==> src/comr_pkg.sv <==
// Package: shared types, constants and codes for center-of-mass removal
package comr_pkg;
  localparam int MAX_PARTICLES_DEF = 1024;
  localparam int COORD_BITS_DEF    = 32;
  localparam int NCOORD            = 6;
  localparam int IDX_W             = 10;
  localparam int MASS_W            = 16;
  localparam int TMASS_W           = 32;
  localparam int SUM_W             = 64;
  localparam int OUT_W             = 32;
  localparam int CFG_IDX_W         = 1;
  localparam logic [MASS_W-1:0] MASS_RESET = 16'd256;

  localparam logic [CFG_IDX_W-1:0] REG_MASS_ZERO = 1'b0;
  localparam logic [CFG_IDX_W-1:0] REG_MASS_ONE  = 1'b1;

  typedef enum logic [1:0] {
    ST_OK         = 2'd0,
    ST_NOT_LOADED = 2'd1,
    ST_NO_MEANS   = 2'd2
  } status_t;

  typedef enum logic [1:0] {
    S_IDLE,
    S_DIV,
    S_READ,
    S_OUT
  } state_t;

  typedef enum logic {
    MODE_LOAD = 1'b0,
    MODE_READ = 1'b1
  } mode_t;

  typedef struct packed {
    logic load;       // accept a load beat
    logic read;       // issue memory read for a read beat
    logic div_start;  // start divider for coordinate div_k
    logic [2:0] div_k;
    logic set_valid;
    logic out_load;   // capture result
  } comr_cmd_t;

  typedef struct packed {
    logic div_done;
    logic means_valid;
  } comr_sts_t;
endpackage

==> src/comr_ctrl.sv <==
// Controller: sequences loads, divisions and reads
module comr_ctrl
  import comr_pkg::*;
(
  input  logic      clk,
  input  logic      rst_n,
  input  logic      in_valid,
  input  logic      in_mode,
  input  logic      in_last,
  output logic      in_ready,
  input  logic      out_valid,
  input  logic      out_ready,
  input  comr_sts_t sts,
  output comr_cmd_t cmd
);
  state_t     state_r, state_nxt;
  logic [2:0] k_r, k_nxt;
  logic       acc;
  logic       out_free;

  assign out_free = !out_valid || out_ready;
  assign in_ready = (state_r == S_IDLE);
  assign acc      = in_valid && in_ready;

  always_comb begin
    state_nxt = state_r;
    k_nxt     = k_r;
    case (state_r)
      S_IDLE: begin
        if (acc && in_mode == MODE_READ) begin
          state_nxt = S_READ;
        end else if (acc && in_last) begin
          state_nxt = S_DIV;
          k_nxt     = '0;
        end
      end
      S_DIV: begin
        if (sts.div_done) begin
          if (k_r == 3'(NCOORD - 1)) begin
            state_nxt = S_IDLE;
          end else begin
            k_nxt = k_r + 1'b1;
          end
        end
      end
      S_READ: state_nxt = S_OUT;
      S_OUT: begin
        if (out_free) begin
          state_nxt = S_IDLE;
        end
      end
      default: state_nxt = S_IDLE;
    endcase
  end

  logic start_r, start_nxt;
  always_comb begin
    cmd           = '0;
    cmd.div_k     = k_r;
    cmd.div_start = start_r;
    start_nxt     = 1'b0;
    case (state_r)
      S_IDLE: begin
        cmd.load  = acc && in_mode == MODE_LOAD;
        cmd.read  = acc && in_mode == MODE_READ;
        start_nxt = acc && in_mode == MODE_LOAD && in_last;
      end
      S_DIV: begin
        start_nxt = sts.div_done && k_r != 3'(NCOORD - 1);
        cmd.set_valid = sts.div_done && k_r == 3'(NCOORD - 1);
      end
      S_OUT: cmd.out_load = out_free;
      default: ;
    endcase
  end

  always_ff @(posedge clk) begin
    if (!rst_n) begin
      state_r <= S_IDLE;
      k_r     <= '0;
      start_r <= 1'b0;
    end else begin
      state_r <= state_nxt;
      k_r     <= k_nxt;
      start_r <= start_nxt;
    end
  end
endmodule

==> config.mk <==
export PLATFORM = sky130hd
export DESIGN_NAME = comr_ctrl
export DESIGN_NICKNAME = d
export VERILOG_FILES = /design/src/comr_pkg.sv /design/src/comr_ctrl.sv
export SDC_FILE = /design/constraint.sdc
export NUM_CORES = 1
export LEC_CHECK = 0
export BUFFER_PORTS_ARGS = -buffer_cell sky130_fd_sc_hd__buf_2
export CELL_PAD_IN_SITES_DETAIL_PLACEMENT = 0
export CELL_PAD_IN_SITES_GLOBAL_PLACEMENT = 2
export CORE_UTILIZATION = 27
export CTS_CLUSTER_SIZE = 16
export DETAILED_ROUTE_END_ITERATION = 10
export GPL_TIMING_DRIVEN = 0
export HOLD_SLACK_MARGIN = 0.15
export PLACE_DENSITY_LB_ADDON = 0.1
export SLEW_MARGIN = 0
export SYNTH_ARGS = -nofsm -noshare
export SYNTH_HDL_FRONTEND = slang
export SYNTH_SLANG_ARGS = --single-unit
==> constraint.sdc <==
create_clock -name clk -period 1.95 [get_ports clk]
set_input_delay 0.195 -clock clk [delete_from_list [all_inputs] [get_ports clk]]
set_output_delay 0.195 -clock clk [all_outputs]
set_load 0.02 [all_outputs]
==> results of run 1 <==
[cell families (layout without fill, tap and decap cells)]
kind of cell,count (synthesis),count (layout),share of synthesized area
AND/OR/NAND/NOR,24,24,0.3653
AO/OA/AOI/OAI,9,9,0.1971
buffers and inverters,4,22,0.05504
adder cells (fa/ha/maj),2,2,0.05796
multiplexers,2,2,0.04638
flip-flops,6,6,0.2783
[registers in the layout, indices dropped and copies added (netlist names)]
register	flops
k_r	3
start_r	1
state_r	2
[metrics by stage]
stage	hold WS, ns	total power [W]	worst slack [ns]	util
2_1_floorplan	0.4271	0.0001961	0.4650	-
3_3_place_gp	0.4845	0.0002231	0.5162	0.3497
3_5_place_dp	0.4977	0.0002225	0.5301	0.3497
4_1_cts	0.2777	0.0003436	0.4304	0.3646
5_1_grt	0.2896	0.0003639	0.3153	0.3646
6_report	0.2831	0.0003366	0.4472	0.3646
[cell type report]
class,count,area [sq um]
Buffer,3,20.02
Clock buffer,3,22.52
Fill cell,162,957.2
Inverter,1,3.754
Multi-Input combinational cell,37,287.8
Sequential cell,6,120.1
Tap cell,16,20.02
Timing Repair Buffer,15,75.07
[Yosys cell counts, types with 2 or more instances]
cell type | instances | area share
nor2_1 | 3 | 0.026
and3_1 | 2 | 0.029
nand2_1 | 5 | 0.043
buf_4 | 2 | 0.035
o21a_1 | 2 | 0.035
ha_1 | 2 | 0.058
mux2i_1 | 2 | 0.046
dfxtp_1 | 6 | 0.28
[final timing paths]
kind	from	end
worst max-delay path	k_r[0]$_SDFFE_PN0P_	cmd[1]
worst min-delay path	rst_n	state_r[1]$_SDFFE_PN0P_
worst max register to register	k_r[1]$_SDFFE_PN0P_	k_r[0]$_SDFFE_PN0P_
worst min register to register	k_r[1]$_SDFFE_PN0P_	k_r[1]$_SDFFE_PN0P_
[power groups by stage]
stage,sequential [W],combinational [W],clock [W]
after floorplan,0.000135,0.0000613,0
after global placement,0.000136,0.0000876,0
after detailed placement,0.000135,0.0000871,0
after CTS,0.000133,0.0000878,0.000123
after global routing,0.000134,0.0000955,0.000135
final,0.000133,0.0000866,0.000117
[routing by layer]
layer,part of all wire,up-vias,global-route usage
li1,-,208,-
met1,0.48,178,0.1547
met2,0.45,13,0.1750
met3,0.063,0,0.05603
met4,0,0,0.03871
met5,0,-,0
[critical path, delay by kind of cell, from the launching register on]
kind                       cells  cell delay [ns]
DFF                            1             0.41
adders and majority gates      1             0.26
and+or+nand+nor                1             0.23
buffers and inverters          1             0.16
==> impl_metrics.yaml, run 1 <==
route:
  drc: 0
  drtAntennaViolNets: 0
  drtIter0Drc: 0
  vias_per_cell: 4.926
  wl_per_cell_um: 11.51
  wl_um: 932
  vias: 399
  drt-pass1-iter-count: 1
global_route:
  grt_usage: 0.1196
  grt_pass1_vias: 350
  grt_pass1_wl_um: 1587
  gr-total-overflow: 0
  grt_max_degree: 11
  antenna_found_initial: 0
power:
  peakVddDrop_uv: 259.5
  sw_frac_of_total: 0.2923
  intPower_w: 0.0002382
  power_leakage_nw: 0.2743
  p_comb_frac: 0.257
  p_per_area_mw_per_mm2: 612.8
  p_switching_w: 0.00009839
  power_frac_seq: 0.394
  clockPowerShare: 0.349
setup_path:
  worstRegToRegCells: 5
  cp_data_required_time_ns: 1.75
  cp-start-kind: "flip-flop"
  cp_slowest_stage_delay_ns: 0.41
  arrival_ns: 1.31
  cp_max_fo: 6
  critPathSlowestCell: "dfxtp_1"
  r2r_setup_slack_ns: 0.52
  crit_path_cell_trace: "ha_1 -> and4_2 -> buf_2"
  cp-end-kind: "output pin"
  worstSetupPathType: "reg -> out"
synthesis:
  ys_warn_count: 0
  synth_edf_count: 0
  synthCells: 47
  async_reset_ff_frac: 0
  synth_area_sq_um: 431.7
  ys_seq_area_frac: 0.2783
  syn_nets: 58
  ys.flop_type: "dfxtp_1"
  synth.distinct_cells: 31
  ys_ff_latch: 6
  synth.avg_cell_area_sq_um: 9.184
run_status:
  outcome: "complete, no violations"
final_layout:
  mostFrequentLayoutCells: "15 x buf_2, 6 x dfxtp_1, 5 x nand2_1"
  diodes: 0
  final_common_cell: "buf_2"
  final_cell_area_sq_um: 549.3
  stdcell_count: 81
  nets: 78
  drive_above_1_share: 0.4308
  area_growth_pct: 27.25
clock_tree:
  cts-resized-gates: 0
  post_cts_buffers: 0
  cts.clk_slew.worst_paths_ns: 0.05
  holdBufCountCts: 0
  h-tree-depth: 1
  clock_path_buffers: 2
  clock-sinks: 6
  ctsRootBufferMaster: "clkbuf_4"
  cts-buffers-inserted: 3
  insertion_delay_ns: 0.24
  cts_tree: "yes"
placed_design:
  io_buffers: 15
  hpwl_um: 686.2
  dp.cells: 78
  dpl-instance-area_sq_um: 526.8
  gp_congestion: 0.6396
sta:
  timing.setup.tns_ns: 0
  finalCriticalPeriod_ns: 1.503
  hold_violations: 0
  worst_slew_pin_slew_ns: 0.2736
  fmax_ghz: 0.6654
  setup_viol: 0
  rsz0062_at_grt: "false"
  maxSlewHeadroom: 0.8169
  finalCritPeriodShare: 0.7707
  slew_viol_final: 0
  skew_ns: 0.004825
die:
  die_w_um: 41.99
  die_height_um: 41.99
  pin_count: 18
  die_area_sq_mm: 0.001763
  std_cell_rows: 14
  core-area_sq_mm: 0.001506
  start_util: 0.2865
run:
  cap_viol_max_count: 0
hold_path:
  hold_class: "in -> reg"
  hold_depth: 2
Note: power is estimated with default switching activity, not from simulation.
==> inputs of run 2 (changes only) <==
--- a/config.mk
+++ b/config.mk
@@ -8,7 +8,7 @@
 export BUFFER_PORTS_ARGS = -buffer_cell sky130_fd_sc_hd__buf_2
 export CELL_PAD_IN_SITES_DETAIL_PLACEMENT = 0
 export CELL_PAD_IN_SITES_GLOBAL_PLACEMENT = 2
-export CORE_UTILIZATION = 27
+export CORE_UTILIZATION = 25
 export CTS_CLUSTER_SIZE = 16
 export DETAILED_ROUTE_END_ITERATION = 10
 export GPL_TIMING_DRIVEN = 0
==> constraint.sdc (replaced) <==
create_clock -name clk -period 1.5 [get_ports clk]
set_input_delay 0.15 -clock clk [delete_from_list [all_inputs] [get_ports clk]]
set_output_delay 0.15 -clock clk [all_outputs]
set_load 0.02 [all_outputs]
==> run 2 against run 1 <==
  * Global-route usage is 0.98 points lower
  * Routed wire length decreased by 3.8%
  * Cell area increased by 1.1%
  * Sequential share of layout area about the same
  * Flip-flop and latch count stayed put
  * Critical path depth unchanged
  * Sequential power up 30%
  * Via count down 3.0%
  * Total power up 30%
==> impl_metrics.yaml, run 2 (synthesis gave the netlist of run 1 again) <==
run_status:
  outcome: "complete, no violations"
sta:
  fmax_ghz: 0.6928
  skew_ns: 0.004082
  setup_viol: 0
  slew_viol_final: 0
  setup_slack_ns: 0.05661
  finalCriticalPeriod_ns: 1.443
  maxSlewHeadroom: 0.8246
  fin_hold_ws_ns: 0.2443
  finalCritPeriodShare: 0.9623
  hold_violations: 0
  worst_slew_pin_slew_ns: 0.2608
route:
  vias: 387
  drtIter0Drc: 7
  drc: 0
  wl_per_cell_um: 11.07
  drtAntennaViolNets: 0
  vias_per_cell: 4.778
  drt-pass1-iter-count: 2
  wl_um: 897
power:
  p_per_area_mw_per_mm2: 787.6
  power_leakage_nw: 0.2742
  clockPowerShare: 0.344
  p_comb_frac: 0.260
  p_switching_w: 0.0001269
  peakVddDrop_uv: 241.7
  intPower_w: 0.0003107
  sw_frac_of_total: 0.2900
  power_frac_seq: 0.396
placed_design:
  gp_congestion: 0.6108
  place_ws_ns: 0.07189
  hpwl_um: 693.4
  io_buffers: 15
clock_tree:
  cts-buffers-inserted: 3
  holdBufCountCts: 0
  cts_tree: "yes"
  insertion_delay_ns: 0.24
  clock-sinks: 6
  h-tree-depth: 1
  clock_path_buffers: 2
  ctsRootBufferMaster: "clkbuf_4"
  cts.clk_slew.worst_paths_ns: 0.04
global_route:
  gr-total-overflow: 0
  grt_pass1_vias: 350
  grt_max_degree: 11
  grt_usage: 0.1098
  grt_pass1_wl_um: 1497
  antenna_found_initial: 0
die:
  start_util: 0.2769
  pin_count: 18
  core-area_sq_mm: 0.001559
  die_area_sq_mm: 0.001897
  std_cell_rows: 14
  die_w_um: 43.56
  die_height_um: 43.56
final_layout:
  diodes: 0
  final_common_cell: "buf_2"
  largest_reg_flops: 3
  nets: 78
  drive_above_1_share: 0.4769
  mostFrequentLayoutCells: "15 x buf_2, 5 x nand2_1, 5 x dfxtp_1"
  regMostFlops: "k_r"
  area_growth_pct: 28.70
  largestRegisters: "k_r (3), state_r (2), start_r (1)"
setup_path:
  cp_slowest_stage_delay_ns: 0.42
  cp_max_fo: 7
  worstSetupPathType: "reg -> out"
  critPathSlowestCell: "dfxtp_1"
  cp-end-kind: "output pin"
  arrival_ns: 1.29
  worstRegToRegCells: 5
  cp-start-kind: "flip-flop"
  crit_path_cell_trace: "and2b_4 -> and4_2 -> buf_2"
  cp_data_required_time_ns: 1.35
run:
  cap_viol_max_count: 0
hold_path:
  hold_class: "in -> reg"
  hold_depth: 2
run 2: cell type report:
cell class | instances | area, sq um
Timing Repair Buffer | 15 | 75.07
Sequential cell | 6 | 121.4
Tap cell | 16 | 20.02
Inverter | 1 | 3.754
Clock buffer | 3 | 22.52
Fill cell | 184 | 1003
Multi-Input combinational cell | 37 | 292.8
Buffer | 3 | 20.02
run 2: final timing paths:
check,startpoint,endpoint,slack [ns]
max,state_r[1]$_SDFFE_PN0P_,cmd[1],0.06
min,rst_n,state_r[1]$_SDFFE_PN0P_,0.24
max reg2reg,k_r[1]$_SDFFE_PN0P_,k_r[0]$_SDFFE_PN0P_,0.12
min reg2reg,k_r[1]$_SDFFE_PN0P_,k_r[1]$_SDFFE_PN0P_,0.50
run 2: power groups by stage:
stage | sequential, W | combinational [W] | clock (W)
finish | 0.000173 | 0.000114 | 0.000151
global route | 0.000174 | 0.000125 | 0.000166
CTS | 0.000173 | 0.000113 | 0.000159
detailed placement | 0.000176 | 0.000113 | 0
global placement | 0.000176 | 0.000114 | 0
floorplan | 0.000175 | 0.0000797 | 0
run 2: through the flow:
step                area [sq um]    util  cells   TNS [ns]  power (W)
finish                     555.5  0.3563     81          0  0.0004375
global placement           526.8  0.3379     78          0  0.0002905
detailed placement         526.8  0.3379     78          0  0.0002887
floorplan                  431.7       -     47          0  0.0002549
CTS                        549.3  0.3523     81          0  0.0004452
global route               555.5  0.3563     81  -0.002175  0.0004650
run 2: worst max-delay path: cells and delay by family, from the launching register on:
| kind | cells | cell delay [ns] |
|---|---|---|
| buffers and inverters | 1 | 0.15 |
| DFF | 1 | 0.42 |
| and+or+nand+nor | 2 | 0.48 |
run 2: what timing repair did:
item	CTS	global route
resized for setup	0	3
setup buffers	0	0
setup endpoints to repair	0	2
run 2: routing by layer:
layer  vias to the layer above  wire [um]  global-route usage
met2                        10        373              0.1403
met1                       170        480              0.1490
met4                         0          0             0.07500
met5                         -          0                   0
met3                         0         43             0.04167
li1                        207          -                   -
